### config.mk
export PLATFORM = sky130hd
export DESIGN_NAME = spi_master_shift_engine_top
export DESIGN_NICKNAME = d
export VERILOG_FILES = /design/src/sv/spi_mse_pkg.sv /design/src/sv/spi_mse_csr.sv /design/src/sv/spi_mse_engine.sv /design/src/sv/spi_master_shift_engine_top.sv
export SDC_FILE = /design/constraint.sdc
export NUM_CORES = 1
export LEC_CHECK = 0
export ABC_AREA = 1
export BUFFER_PORTS_ARGS = -buffer_cell sky130_fd_sc_hd__clkbuf_2
export CAP_MARGIN = 25
export CORE_ASPECT_RATIO = 1.75
export CORE_MARGIN = 3
export CORE_UTILIZATION = 35
export DETAILED_ROUTE_END_ITERATION = 16
export GPL_ROUTABILITY_DRIVEN = 0
export SETUP_SLACK_MARGIN = 0.4
export SLEW_MARGIN = 0
export SYNTH_ARGS = -nofsm -noshare
export SYNTH_HDL_FRONTEND = slang
export SYNTH_SLANG_ARGS = --single-unit
### constraint.sdc
create_clock -name clock -period 6.3 [get_ports clock]
set_clock_uncertainty 0.2 [all_clocks]
set_input_delay 1.26 -clock clock [delete_from_list [all_inputs] [get_ports clock]]
set_output_delay 1.26 -clock clock [all_outputs]
set_load 0.02 [all_outputs]
### src/sv/spi_mse_pkg.sv
package spi_mse_pkg;

   localparam int WORD_W = 16;
   localparam int DIV_W  = 16;

   typedef logic [1:0] csr_index_type;

   localparam csr_index_type CSR_CLOCK_POLARITY = 2'd0;
   localparam csr_index_type CSR_CPHA           = 2'd1;
   localparam csr_index_type CSR_MSB_FIRST      = 2'd2;
   localparam csr_index_type CSR_CLOCK_DIVIDER  = 2'd3;

   localparam logic [DIV_W-1:0] DIVIDER_RESET = 16'd2;

   typedef struct packed {
      logic             clock_polarity;
      logic             cpha;
      logic             msb_first;
      logic [DIV_W-1:0] clock_divider;
   } cfg_type;

   typedef struct packed {
      logic              mode;
      logic [WORD_W-1:0] tx_word;
      logic              long_word;
      logic              miso_level;
   } req_type;

   typedef struct packed {
      logic              sclk_level;
      logic              mosi_level;
      logic              busy_res;
      logic              done_res;
      logic [WORD_W-1:0] rx_word;
   } res_type;

   localparam logic MODE_TICK  = 1'b0;
   localparam logic MODE_START = 1'b1;

   typedef logic [1:0] quarter_type;

   localparam quarter_type QTR_IDLE_LEAD = 2'd0;
   localparam quarter_type QTR_IDLE_EDGE = 2'd1;
   localparam quarter_type QTR_ACT_LEAD  = 2'd2;
   localparam quarter_type QTR_ACT_EDGE  = 2'd3;

endpackage

### src/sv/spi_mse_csr.sv
module spi_mse_csr (
   input  logic                      clock,
   input  logic                      reset,
   input  logic                      csr_wr_en,
   input  spi_mse_pkg::csr_index_type csr_index,
   input  logic [15:0]               csr_wdata,
   output spi_mse_pkg::cfg_type      cfg
);
   import spi_mse_pkg::*;

   cfg_type cfg_ff;
   cfg_type cfg_in;

   always_comb begin
      cfg_in = cfg_ff;
      if (csr_wr_en) begin
         case (csr_index)
            CSR_CLOCK_POLARITY: cfg_in.clock_polarity = csr_wdata[0];
            CSR_CPHA:           cfg_in.cpha           = csr_wdata[0];
            CSR_MSB_FIRST:      cfg_in.msb_first      = csr_wdata[0];
            CSR_CLOCK_DIVIDER:  cfg_in.clock_divider  = csr_wdata[DIV_W-1:0];
            default:            cfg_in = cfg_ff;
         endcase
      end
   end

   always_ff @(posedge clock) begin
      if (reset) begin
         cfg_ff.clock_polarity <= 1'b0;
         cfg_ff.cpha           <= 1'b0;
         cfg_ff.msb_first      <= 1'b0;
         cfg_ff.clock_divider  <= DIVIDER_RESET;
      end else begin
         cfg_ff <= cfg_in;
      end
   end

   assign cfg = cfg_ff;

endmodule

### src/sv/spi_mse_engine.sv
module spi_mse_engine (
   input  logic                 clock,
   input  logic                 reset,
   input  logic                 fire,
   input  spi_mse_pkg::req_type item,
   input  spi_mse_pkg::cfg_type cfg,
   output spi_mse_pkg::res_type res
);
   import spi_mse_pkg::*;

   logic              active_ff,    active_in;
   quarter_type       quarter_ff,   quarter_in;
   logic [3:0]        bit_count_ff, bit_count_in;
   logic [DIV_W-1:0]  tick_ff,      tick_in;
   logic [WORD_W-1:0] tx_shift_ff,  tx_shift_in;
   logic [WORD_W-1:0] rx_shift_ff,  rx_shift_in;
   logic              is_long_ff,   is_long_in;
   logic              mosi_ff,      mosi_in;

   logic [DIV_W-2:0]  quarter_len;
   logic [DIV_W-1:0]  tick_inc;
   logic              quarter_end;
   logic [3:0]        last_bit;
   logic [3:0]        bit_pos;
   logic [WORD_W-1:0] rx_sampled;
   logic              done;

   // quarter length, never below one tick
   assign quarter_len = (cfg.clock_divider[DIV_W-1:1] == '0) ? (DIV_W-1)'(1)
                                                              : cfg.clock_divider[DIV_W-1:1];
   assign tick_inc    = tick_ff + DIV_W'(1);
   assign quarter_end = tick_inc >= {1'b0, quarter_len};
   assign last_bit    = {is_long_ff, 3'b111};
   assign bit_pos     = cfg.msb_first ? (last_bit - bit_count_ff) : bit_count_ff;

   always_comb begin
      if (cfg.msb_first) begin
         rx_sampled = is_long_ff ? {rx_shift_ff[WORD_W-2:0], item.miso_level}
                                 : {8'h00, rx_shift_ff[6:0], item.miso_level};
      end else begin
         rx_sampled = is_long_ff ? {item.miso_level, rx_shift_ff[WORD_W-1:1]}
                                 : {8'h00, item.miso_level, rx_shift_ff[7:1]};
      end
   end

   always_comb begin
      active_in    = active_ff;
      quarter_in   = quarter_ff;
      bit_count_in = bit_count_ff;
      tick_in      = tick_ff;
      tx_shift_in  = tx_shift_ff;
      rx_shift_in  = rx_shift_ff;
      is_long_in   = is_long_ff;
      mosi_in      = mosi_ff;
      done         = 1'b0;
      if (item.mode == MODE_START) begin
         if (!active_ff) begin
            is_long_in   = item.long_word;
            tx_shift_in  = item.long_word ? item.tx_word : {8'h00, item.tx_word[7:0]};
            rx_shift_in  = '0;
            active_in    = 1'b1;
            quarter_in   = QTR_IDLE_LEAD;
            bit_count_in = '0;
            tick_in      = '0;
         end
      end else if (active_ff) begin
         tick_in = tick_inc;
         if (quarter_end) begin
            tick_in = '0;
            case (quarter_ff)
               QTR_IDLE_LEAD: if (!cfg.cpha) mosi_in = tx_shift_ff[bit_pos];
               QTR_IDLE_EDGE: if (cfg.cpha)  mosi_in = tx_shift_ff[bit_pos];
               QTR_ACT_LEAD:  if (!cfg.cpha) rx_shift_in = rx_sampled;
               QTR_ACT_EDGE:  if (cfg.cpha)  rx_shift_in = rx_sampled;
               default:       mosi_in = mosi_ff;
            endcase
            if (quarter_ff == QTR_ACT_EDGE) begin
               quarter_in = QTR_IDLE_LEAD;
               if (bit_count_ff >= last_bit) begin
                  active_in    = 1'b0;
                  bit_count_in = '0;
                  done         = 1'b1;
               end else begin
                  bit_count_in = bit_count_ff + 4'd1;
               end
            end else begin
               quarter_in = quarter_ff + 2'd1;
            end
         end
      end
   end

   always_ff @(posedge clock) begin
      if (reset) begin
         active_ff    <= 1'b0;
         quarter_ff   <= QTR_IDLE_LEAD;
         bit_count_ff <= '0;
         tick_ff      <= '0;
         tx_shift_ff  <= '0;
         rx_shift_ff  <= '0;
         is_long_ff   <= 1'b0;
         mosi_ff      <= 1'b0;
      end else if (fire) begin
         active_ff    <= active_in;
         quarter_ff   <= quarter_in;
         bit_count_ff <= bit_count_in;
         tick_ff      <= tick_in;
         tx_shift_ff  <= tx_shift_in;
         rx_shift_ff  <= rx_shift_in;
         is_long_ff   <= is_long_in;
         mosi_ff      <= mosi_in;
      end
   end

   // SCLK active in the upper two quarters only
   assign res.sclk_level = cfg.clock_polarity ^ (active_in & quarter_in[1]);
   assign res.mosi_level = mosi_in;
   assign res.busy_res   = active_in;
   assign res.done_res   = done;
   assign res.rx_word    = done ? rx_shift_in : '0;

endmodule

### src/sv/spi_master_shift_engine_top.sv
// SPI master shift engine: sends and receives one 8- or 16-bit word with
// selectable clock polarity, clock phase and bit order. Each request
// transaction is either one tick of time (carrying the sampled MISO level)
// or a start request; each yields exactly one response transaction with the
// SCLK and MOSI levels, busy, a done pulse and the right-aligned received
// word (zero unless done). A bit spans four quarters of
// max(clock_divider >> 1, 1) ticks. CPHA 0 drives MOSI at the end of quarter
// 0 and samples at the end of quarter 2; CPHA 1 drives on the leading edge and
// samples on the trailing edge. Starts while busy are ignored. Throughput is
// one transaction per clock while the response side does not stall; a request
// passes through the input register, then the step logic into the response
// register, before its response is valid. Configuration is live and should
// only be written while idle.
module spi_master_shift_engine_top (
   input  logic                       clock,
   input  logic                       reset,
   // request channel
   input  logic                       req_valid,
   output logic                       req_stall,
   input  logic                       req_mode,
   input  logic [15:0]                req_tx_word,
   input  logic                       req_long_word,
   input  logic                       req_miso_level,
   // response channel
   output logic                       rsp_valid,
   input  logic                       rsp_stall,
   output logic                       rsp_sclk_level,
   output logic                       rsp_mosi_level,
   output logic                       rsp_busy_res,
   output logic                       rsp_done_res,
   output logic [15:0]                rsp_rx_word,
   // configuration
   input  logic                       csr_wr_en,
   input  spi_mse_pkg::csr_index_type csr_index,
   input  logic [15:0]                csr_wdata
);
   import spi_mse_pkg::*;

   cfg_type cfg;
   req_type item_ff, item_in;
   res_type res, res_ff;
   logic    in_valid_ff, in_valid_in;
   logic    out_valid_ff, out_valid_in;
   logic    fire;
   logic    req_take;

   spi_mse_csr u_csr (
      .clock     (clock),
      .reset     (reset),
      .csr_wr_en (csr_wr_en),
      .csr_index (csr_index),
      .csr_wdata (csr_wdata),
      .cfg       (cfg)
   );

   // step on a held request if the response register is empty or draining
   assign fire      = in_valid_ff & (~out_valid_ff | ~rsp_stall);
   assign req_stall = in_valid_ff & ~fire;
   assign req_take  = req_valid & ~req_stall;

   always_comb begin
      item_in.mode       = req_mode;
      item_in.tx_word    = req_tx_word;
      item_in.long_word  = req_long_word;
      item_in.miso_level = req_miso_level;
   end

   assign in_valid_in  = req_take | (in_valid_ff & ~fire);
   assign out_valid_in = fire | (out_valid_ff & rsp_stall);

   always_ff @(posedge clock) begin
      if (reset) begin
         in_valid_ff  <= 1'b0;
         out_valid_ff <= 1'b0;
      end else begin
         in_valid_ff  <= in_valid_in;
         out_valid_ff <= out_valid_in;
      end
   end

   // payload registers, no reset needed
   always_ff @(posedge clock) begin
      if (req_take) begin
         item_ff <= item_in;
      end
      if (fire) begin
         res_ff <= res;
      end
   end

   spi_mse_engine u_engine (
      .clock (clock),
      .reset (reset),
      .fire  (fire),
      .item  (item_ff),
      .cfg   (cfg),
      .res   (res)
   );

   assign rsp_valid      = out_valid_ff;
   assign rsp_sclk_level = res_ff.sclk_level;
   assign rsp_mosi_level = res_ff.mosi_level;
   assign rsp_busy_res   = res_ff.busy_res;
   assign rsp_done_res   = res_ff.done_res;
   assign rsp_rx_word    = res_ff.rx_word;

   // a completing transaction always leaves the engine idle
   a_done_idle: assert property (@(posedge clock) disable iff (reset)
      rsp_valid && rsp_done_res |-> !rsp_busy_res)
      else $error("done reported while still busy");

   // received word only shown on completion
   a_rx_zero: assert property (@(posedge clock) disable iff (reset)
      rsp_valid && !rsp_done_res |-> rsp_rx_word == '0)
      else $error("rx word non-zero without done");

   // every engine step produces a response
   a_fire_rsp: assert property (@(posedge clock) disable iff (reset)
      fire |=> rsp_valid)
      else $error("engine step lost its response");

   // the request side never stalls with an empty input register
   a_stall_cause: assert property (@(posedge clock) disable iff (reset)
      !in_valid_ff |-> !req_stall)
      else $error("request stalled with empty input register");

endmodule

==> results.sh, run 1 <==
export IMPL_clock_power_share_pct=48.2
export IMPL_synth_top_family_by_area="simple AND/OR/NAND/NOR gates"
export IMPL_syn_nets=851
export IMPL_num_rows=63
export IMPL_cts_buffers=17
export IMPL_synth_area_leaders="dfxtp_1 (25%), edfxtp_1 (19%), nand2_1 (10%)"
export IMPL_post_route_period_util_pct=58.3
export IMPL_synth_compound_area_share_pct=18.3
export IMPL_comb_power_share_pct=10.8
export IMPL_layout_drive_gt1_share_pct=18.3
export IMPL_cp_data_arrival_time_ns=3.64
export IMPL_cts_root_buf="clkbuf_16"
export IMPL_pre_cts_slack_ns=2.65
export IMPL_yosys_area_share_simple_pct=22.3
export IMPL_io_pin_count=64
export IMPL_status="complete, no violations"
export IMPL_wire_per_inst_um=13.8
export IMPL_antenna_found_initial=0
export IMPL_coreArea_mm2=0.0172
export IMPL_ant_nets=0
export IMPL_drv_cap=0
export IMPL_postCtsHoldBufs=0
export IMPL_synth_top_cell_area_share_pct=24.7
export IMPL_p_sw_w=0.000557
export IMPL_cts_path_max_buffers=2
export IMPL_multiInputGateArea_mm2=0.00297
export IMPL_cts_tree="built"
export IMPL_globalRouteTotalUtil_pct=15.7
export IMPL_cts_resized=0
export IMPL_holdWs_ns=0.261
export IMPL_grt_start_max_net_pins=50
export IMPL_cts_sinks=116
export IMPL_irDropWorstVdd_mv=0.168
export IMPL_wl_met2_um=8340
export IMPL_hold_class="register to register"
export IMPL_worstPathMaxFanout=23
export IMPL_stdcell_area_mm2=0.00730
export IMPL_wl_met3_um=470
export IMPL_drt_iter0_drc=292
export IMPL_grt_first_pass_wirelength_um=24500
export IMPL_yosysSeqAreaShare_pct=43.5
export IMPL_sequentialPowerShare_pct=41.1
export IMPL_viasPerCell=4.91
export IMPL_placed_area_mm2=0.00670
export IMPL_synth_edff_count=39
export IMPL_slew_violations=0
export IMPL_yosys_area_top_type="dfxtp_1"
export IMPL_synth_xor_area_share_pct=2.11
export IMPL_synth_area_mux_share_pct=0
export IMPL_yosysWarnings=0
export IMPL_setup_slack_ns=2.63
export IMPL_die_area_mm2=0.0195
export IMPL_drcViolationCount=0
export IMPL_post_dp_hpwl_um=10600
export IMPL_chipHeight_um=182
export IMPL_critical_path_class="register to register"
export IMPL_antenna_cells=0
export IMPL_post_cts_buffers=0
export IMPL_ys_ff_latch=116
export IMPL_slew_headroom_pct=28.5
export IMPL_portBuffers=63
export IMPL_synth_area_per_cell_um2=7.94
export IMPL_first_pass_iters=4
export IMPL_synth_ff_type="dfxtp_1"
export IMPL_grt_ovfl_total=0
export IMPL_critical_path_required_ns=6.27
export IMPL_fin_nets=904
export IMPL_fillers=1804
export IMPL_yosysMostFrequentCell="nand2_1"
export IMPL_synth_commonest_cells="nand2_1 (174), inv_1 (105), dfxtp_1 (77), a21oi_1 (71), nand3_1 (51)"
export IMPL_syn_inst=785
export IMPL_fin_setup_tns_ns=0
export IMPL_cp_end_kind="register"
export IMPL_wl_met1_um=5880
export IMPL_intPower_w=0.00147
export IMPL_synth_area_mm2=0.00623
export IMPL_clk_latency_ns=0.41
export IMPL_swShare_pct=27.5
export IMPL_regArea_mm2=0.00271
export IMPL_layout_min_cycle_time_ns=3.67
export IMPL_startpoint_type="register"
export IMPL_wirelength_um=14900
export IMPL_clk_pin_slew_ns=0.06
export IMPL_grt_pass1_vias=5193
export IMPL_highest_layer="met4"
export IMPL_power_w=0.00203
export IMPL_grt_setup_unrepaired="false"
export IMPL_area_delta_synth_final_pct=17.2
export IMPL_vias=5292
export IMPL_cts_htree_levels=4
export IMPL_start_util_pct=36.3
export IMPL_synth_fa_ha_area_share_pct=4.82
export IMPL_die_w_um=107
export IMPL_hold_viol=0
export IMPL_yosysUniqueCellTypes=40
export IMPL_p_leak_nw=2.97
export IMPL_worst_slew_pin_slew_ns=1.07
export IMPL_p_per_area_mw_per_mm2=277
export IMPL_finalSetupViolations=0
export IMPL_fmax_mhz=272
export IMPL_async_reset_ff_share_pct=0
-- cell families (layout without fill, tap and decap cells) --
family,Yosys count,in the layout
and+or+nand+nor,299,299
AOI/OAI and AO/OA,192,192
buffers and inverters,139,205
DFF,116,116
adders and majority gates,24,24
xor gates and xnor gates,15,15
-- power by group through the flow --
stage          Clock, W  Combinational (W)  Sequential [W]
2_1_floorplan         0           0.000162        0.000845
3_3_place_gp          0           0.000217        0.000848
3_5_place_dp          0           0.000219        0.000848
4_1_cts        0.000995           0.000220        0.000832
5_1_grt         0.00102           0.000247        0.000835
6_report       0.000976           0.000218        0.000832
-- stage by stage --
| step | std cells | util [%] |
|---|---|---|
| 4_1_cts | 1078 | 42.5 |
| 3_5_place_dp | 1046 | 39.0 |
| 3_3_place_gp | 1046 | 39.0 |
| 2_1_floorplan | 785 | - |
| 5_1_grt | 1078 | 42.5 |
| 6_report | 1078 | 42.5 |
-- flip-flops by register name, indices dropped and copies added (netlist names), 2 cells and up --
signal / flops
u_engine.tick_ff: 16
u_engine.tx_shift_ff: 16
u_engine.rx_shift_ff: 16
rsp_rx_word: 16
u_csr.cfg: 18
item_ff: 19
u_engine.quarter_ff: 2
u_engine.bit_count_ff: 4
-- worst paths after layout --
kind,slack (ns),depth (start not counted),from,end
max,2.63,21,u_engine.tick_ff[0],rsp_rx_word[7]
min,0.26,2,u_engine.is_long_ff,u_engine.is_long_ff
max reg2reg,2.63,21,u_engine.tick_ff[0],rsp_rx_word[7]
min reg2reg,0.26,2,u_engine.is_long_ff,u_engine.is_long_ff
-- cells in the final DEF (no fill, tap or decap), drive strengths merged --
master | synthesis | routed
nor4 | 6 | 6
o21ai | 63 | 63
dfxtp | 77 | 77
buf | 8 | 3
o22ai | 7 | 7
a21boi | 1 | 1
nand3 | 57 | 57
a211oi | 3 | 3
nand4 | 3 | 3
a21o | 1 | 1
xor2 | 9 | 9
a31oi | 3 | 3
o21a | 4 | 4
inv | 107 | 112
clkbuf | 24 | 80
nand3b | 2 | 2
nor2 | 26 | 26
xnor2 | 6 | 6
bufinv | 0 | 2
o211ai | 3 | 3
clkinv | 0 | 8
a22oi | 14 | 14
a21oi | 92 | 92
nand2 | 193 | 193
ha | 24 | 24
nor3 | 12 | 12
a41o | 1 | 1
edfxtp | 39 | 39
-- routing by layer --
metal	GRT usage, %	vias up
met2	30.3	89
met1	16.2	2460
li1	-	2729
met5	0	-
met4	5.89	0
met3	3.47	14
-- area by class of cell --
class / instances / share of cell area [%]
timing repair buffer: 66 / 4.63
multi-input combinational: 530 / 40.6
clock inverter: 15 / 2.36
tap: 227 / 3.89
inverter: 107 / 5.50
sequential: 116 / 37.1
clock buffer: 17 / 5.83
-- critical path: stages, from the launching register on --
cell     delay (ns)
dfxtp_1        0.40
ha_1           0.19
nand2_1        0.07
nor2_1         0.09
nand2_1        0.08
nor2_1         0.16
nand3_1        0.13
nor2_1         0.15
nand4_1        0.12
xnor2_1        0.16
ha_1           0.30
nand3_1        0.09
nor2_1         0.22
nand3_2        0.16
nand3_4        0.29
nand3_2        0.22
nand2_1        0.10
nand2_1        0.05
nand2_1        0.07
nand2_1        0.06
nand2_1        0.06
inv_1          0.04
No activity file was read; power rests on OpenSTA's default activity.
==> run 2, diff against run 1 <==
Clock period 6.3 ns to 3.2 ns, I/O delays scaled along.
==> run 2 against run 1 <==
  * The flow now finishes with violations (negative setup slack)
  * Core utilization grew 4.1 points
  * Die area is the same
  * Maximum frequency up 12%
  * Combinational power grew to 2.6 times the previous value
  * Register-to-register slack worse by 2.7 ns
  * Flip-flop and latch count stayed put
  * Largest power group unchanged
==> results.sh, run 2 (synthesis gave the netlist of run 1 again) <==
export IMPL_post_route_period_util_pct=102
export IMPL_clk_pin_slew_ns=0.06
export IMPL_regArea_mm2=0.00272
export IMPL_critical_path_required_ns=3.16
export IMPL_die_area_mm2=0.0195
export IMPL_clk_latency_ns=0.42
export IMPL_cp_slowest_cell="dfxtp_4"
export IMPL_critical_path_class="register to register"
export IMPL_setup_slack_ns=-0.0762
export IMPL_globalRouteTotalUtil_pct=15.9
export IMPL_portBuffers=63
export IMPL_grt_first_pass_wirelength_um=25000
export IMPL_grt_pass1_vias=5334
export IMPL_wire_per_inst_um=13.7
export IMPL_p_per_area_mw_per_mm2=516
export IMPL_hold_viol=0
export IMPL_layout_min_cycle_time_ns=3.28
export IMPL_ant_nets=0
export IMPL_cts_buffers=17
export IMPL_cts_htree_levels=4
export IMPL_fillers=1796
export IMPL_layout_drive_gt1_share_pct=28.2
export IMPL_cp_data_arrival_time_ns=3.24
export IMPL_vias=5459
export IMPL_power_w=0.00413
export IMPL_failed_checks="negative setup slack"
export IMPL_antenna_cells=0
export IMPL_p_leak_nw=3.30
export IMPL_clock_power_share_pct=46.7
export IMPL_finalSetupViolations=37
export IMPL_largest_reg_flops=19
export IMPL_startpoint_type="register"
export IMPL_cp_end_kind="register"
export IMPL_num_rows=63
export IMPL_slew_headroom_pct=47.1
export IMPL_cts_root_buf="clkbuf_16"
export IMPL_slew_violations=0
export IMPL_area_delta_synth_final_pct=28.4
export IMPL_regToRegSetupSlack_ns=-0.08
export IMPL_multiInputGateArea_mm2=0.00325
export IMPL_crit_chain="ha_4 > nand2_2 > nor2_2 > nand2_1 > nor2_2 > nand3_2 > nor2_4 > nand4_1 > xnor2_2 > ha_4 > nand3_4 > inv_2 > nand2_2 > nand2_2 > a21oi_4 > nand3_4 > nand3_4 > nor2_4 > inv_2 > buf_12 > a21oi_1"
export IMPL_final_cell_mix="nand2_1 (157), inv_1 (102), dfxtp_1 (75), a21oi_1 (69), clkbuf_2 (63)"
export IMPL_antenna_found_initial=0
export IMPL_sequentialPowerShare_pct=39.6
export IMPL_p_sw_w=0.00116
export IMPL_max_stage_delay_ns=0.37
export IMPL_top_register="item_ff"
export IMPL_grt_ovfl_total=0
export IMPL_fin_nets=950
export IMPL_cts_path_max_buffers=2
export IMPL_wirelength_um=15400
export IMPL_cts_sinks=116
export IMPL_drv_cap=0
export IMPL_postCtsHoldBufs=0
export IMPL_cts_tree="built"
export IMPL_die_w_um=107
export IMPL_worst_slew_pin_slew_ns=0.790
export IMPL_first_pass_iters=5
export IMPL_intPower_w=0.00297
export IMPL_drcViolationCount=0
export IMPL_comb_power_share_pct=13.6
export IMPL_drt_iter0_drc=230
export IMPL_final_common_cell="nand2_1"
export IMPL_start_util_pct=36.3
export IMPL_status="finished with violations"
export IMPL_grt_start_max_net_pins=54
export IMPL_io_pin_count=64
export IMPL_hold_class="input port to register"
export IMPL_post_dp_hpwl_um=10800
export IMPL_viasPerCell=4.86
export IMPL_grt_setup_unrepaired="true"
export IMPL_worstPathMaxFanout=14
export IMPL_irDropWorstVdd_mv=0.336
export IMPL_coreArea_mm2=0.0172
export IMPL_fin_setup_tns_ns=-1.45
export IMPL_swShare_pct=28.1
export IMPL_fmax_mhz=305
export IMPL_chipHeight_um=182
==> run 2: worst paths after layout <==
kind	from	end	cells after the start
setup / recovery	u_engine.tick_ff[0]	rsp_rx_word[2]	21
hold / removal	req_tx_word[3]	item_ff[5]	1
setup reg to reg	u_engine.tick_ff[0]	rsp_rx_word[2]	21
hold reg to reg	u_engine.is_long_ff	u_engine.is_long_ff	2
==> run 2: metrics by stage <==
stage | cells | util (%) | worst slack, ns | area, µm² | hold WS, ns
2_1_floorplan | 785 | - | 0.110 | 6280 | 0.230
4_1_cts | 1119 | 45.2 | 0.0232 | 7770 | 0.177
3_5_place_dp | 1081 | 41.0 | -0.122 | 7040 | 0.253
5_1_grt | 1124 | 46.6 | -0.259 | 8000 | 0.180
3_3_place_gp | 1081 | 41.0 | -0.0626 | 7040 | 0.240
6_report | 1124 | 46.6 | -0.0762 | 8000 | 0.195
==> run 2: cell type report <==
| type | instances | area share (%) |
|---|---|---|
| Multi-Input combinational cell | 531 | 40.6 |
| Sequential cell | 116 | 34.0 |
| Timing Repair Buffer | 111 | 9.46 |
| Clock buffer | 17 | 5.32 |
| Inverter | 107 | 5.02 |
| Tap cell | 227 | 3.55 |
| Clock inverter | 15 | 2.11 |
==> run 2: repair_timing <==
item / CTS / global route
pin swaps: 20 / 23
endpoints found under the setup margin: 59 / 59
setup buffers: 6 / 3
gates cloned: 0 / 2
resized for setup: 22 / 43
==> run 2: per-layer routing <==
layer	vias up	GRT usage (%)	share of wire (%)
li1	2820	-	-
met1	2522	16.7	39
met2	92	30.7	56
met3	25	2.73	3.2
met4	0	6.20	2.1
met5	-	0	0
==> run 2: critical path, delay by kind of cell (launching register included) <==
family          cells  cell delay (ns)
compound gates      2             0.23
simple gates       13             1.33
buf+inv             3             0.26
fa+ha+maj           2             0.38
flops               1             0.37
xor+xnor            1             0.25
==> run 2: power by group through the flow <==
stage | clock, W | sequential [W] | combinational, W
floorplan | 0 | 0.00166 | 0.000324
global placement | 0 | 0.00167 | 0.000462
detailed placement | 0 | 0.00167 | 0.000468
CTS | 0.00197 | 0.00164 | 0.000494
global route | 0.00203 | 0.00164 | 0.000622
finish | 0.00193 | 0.00164 | 0.000563
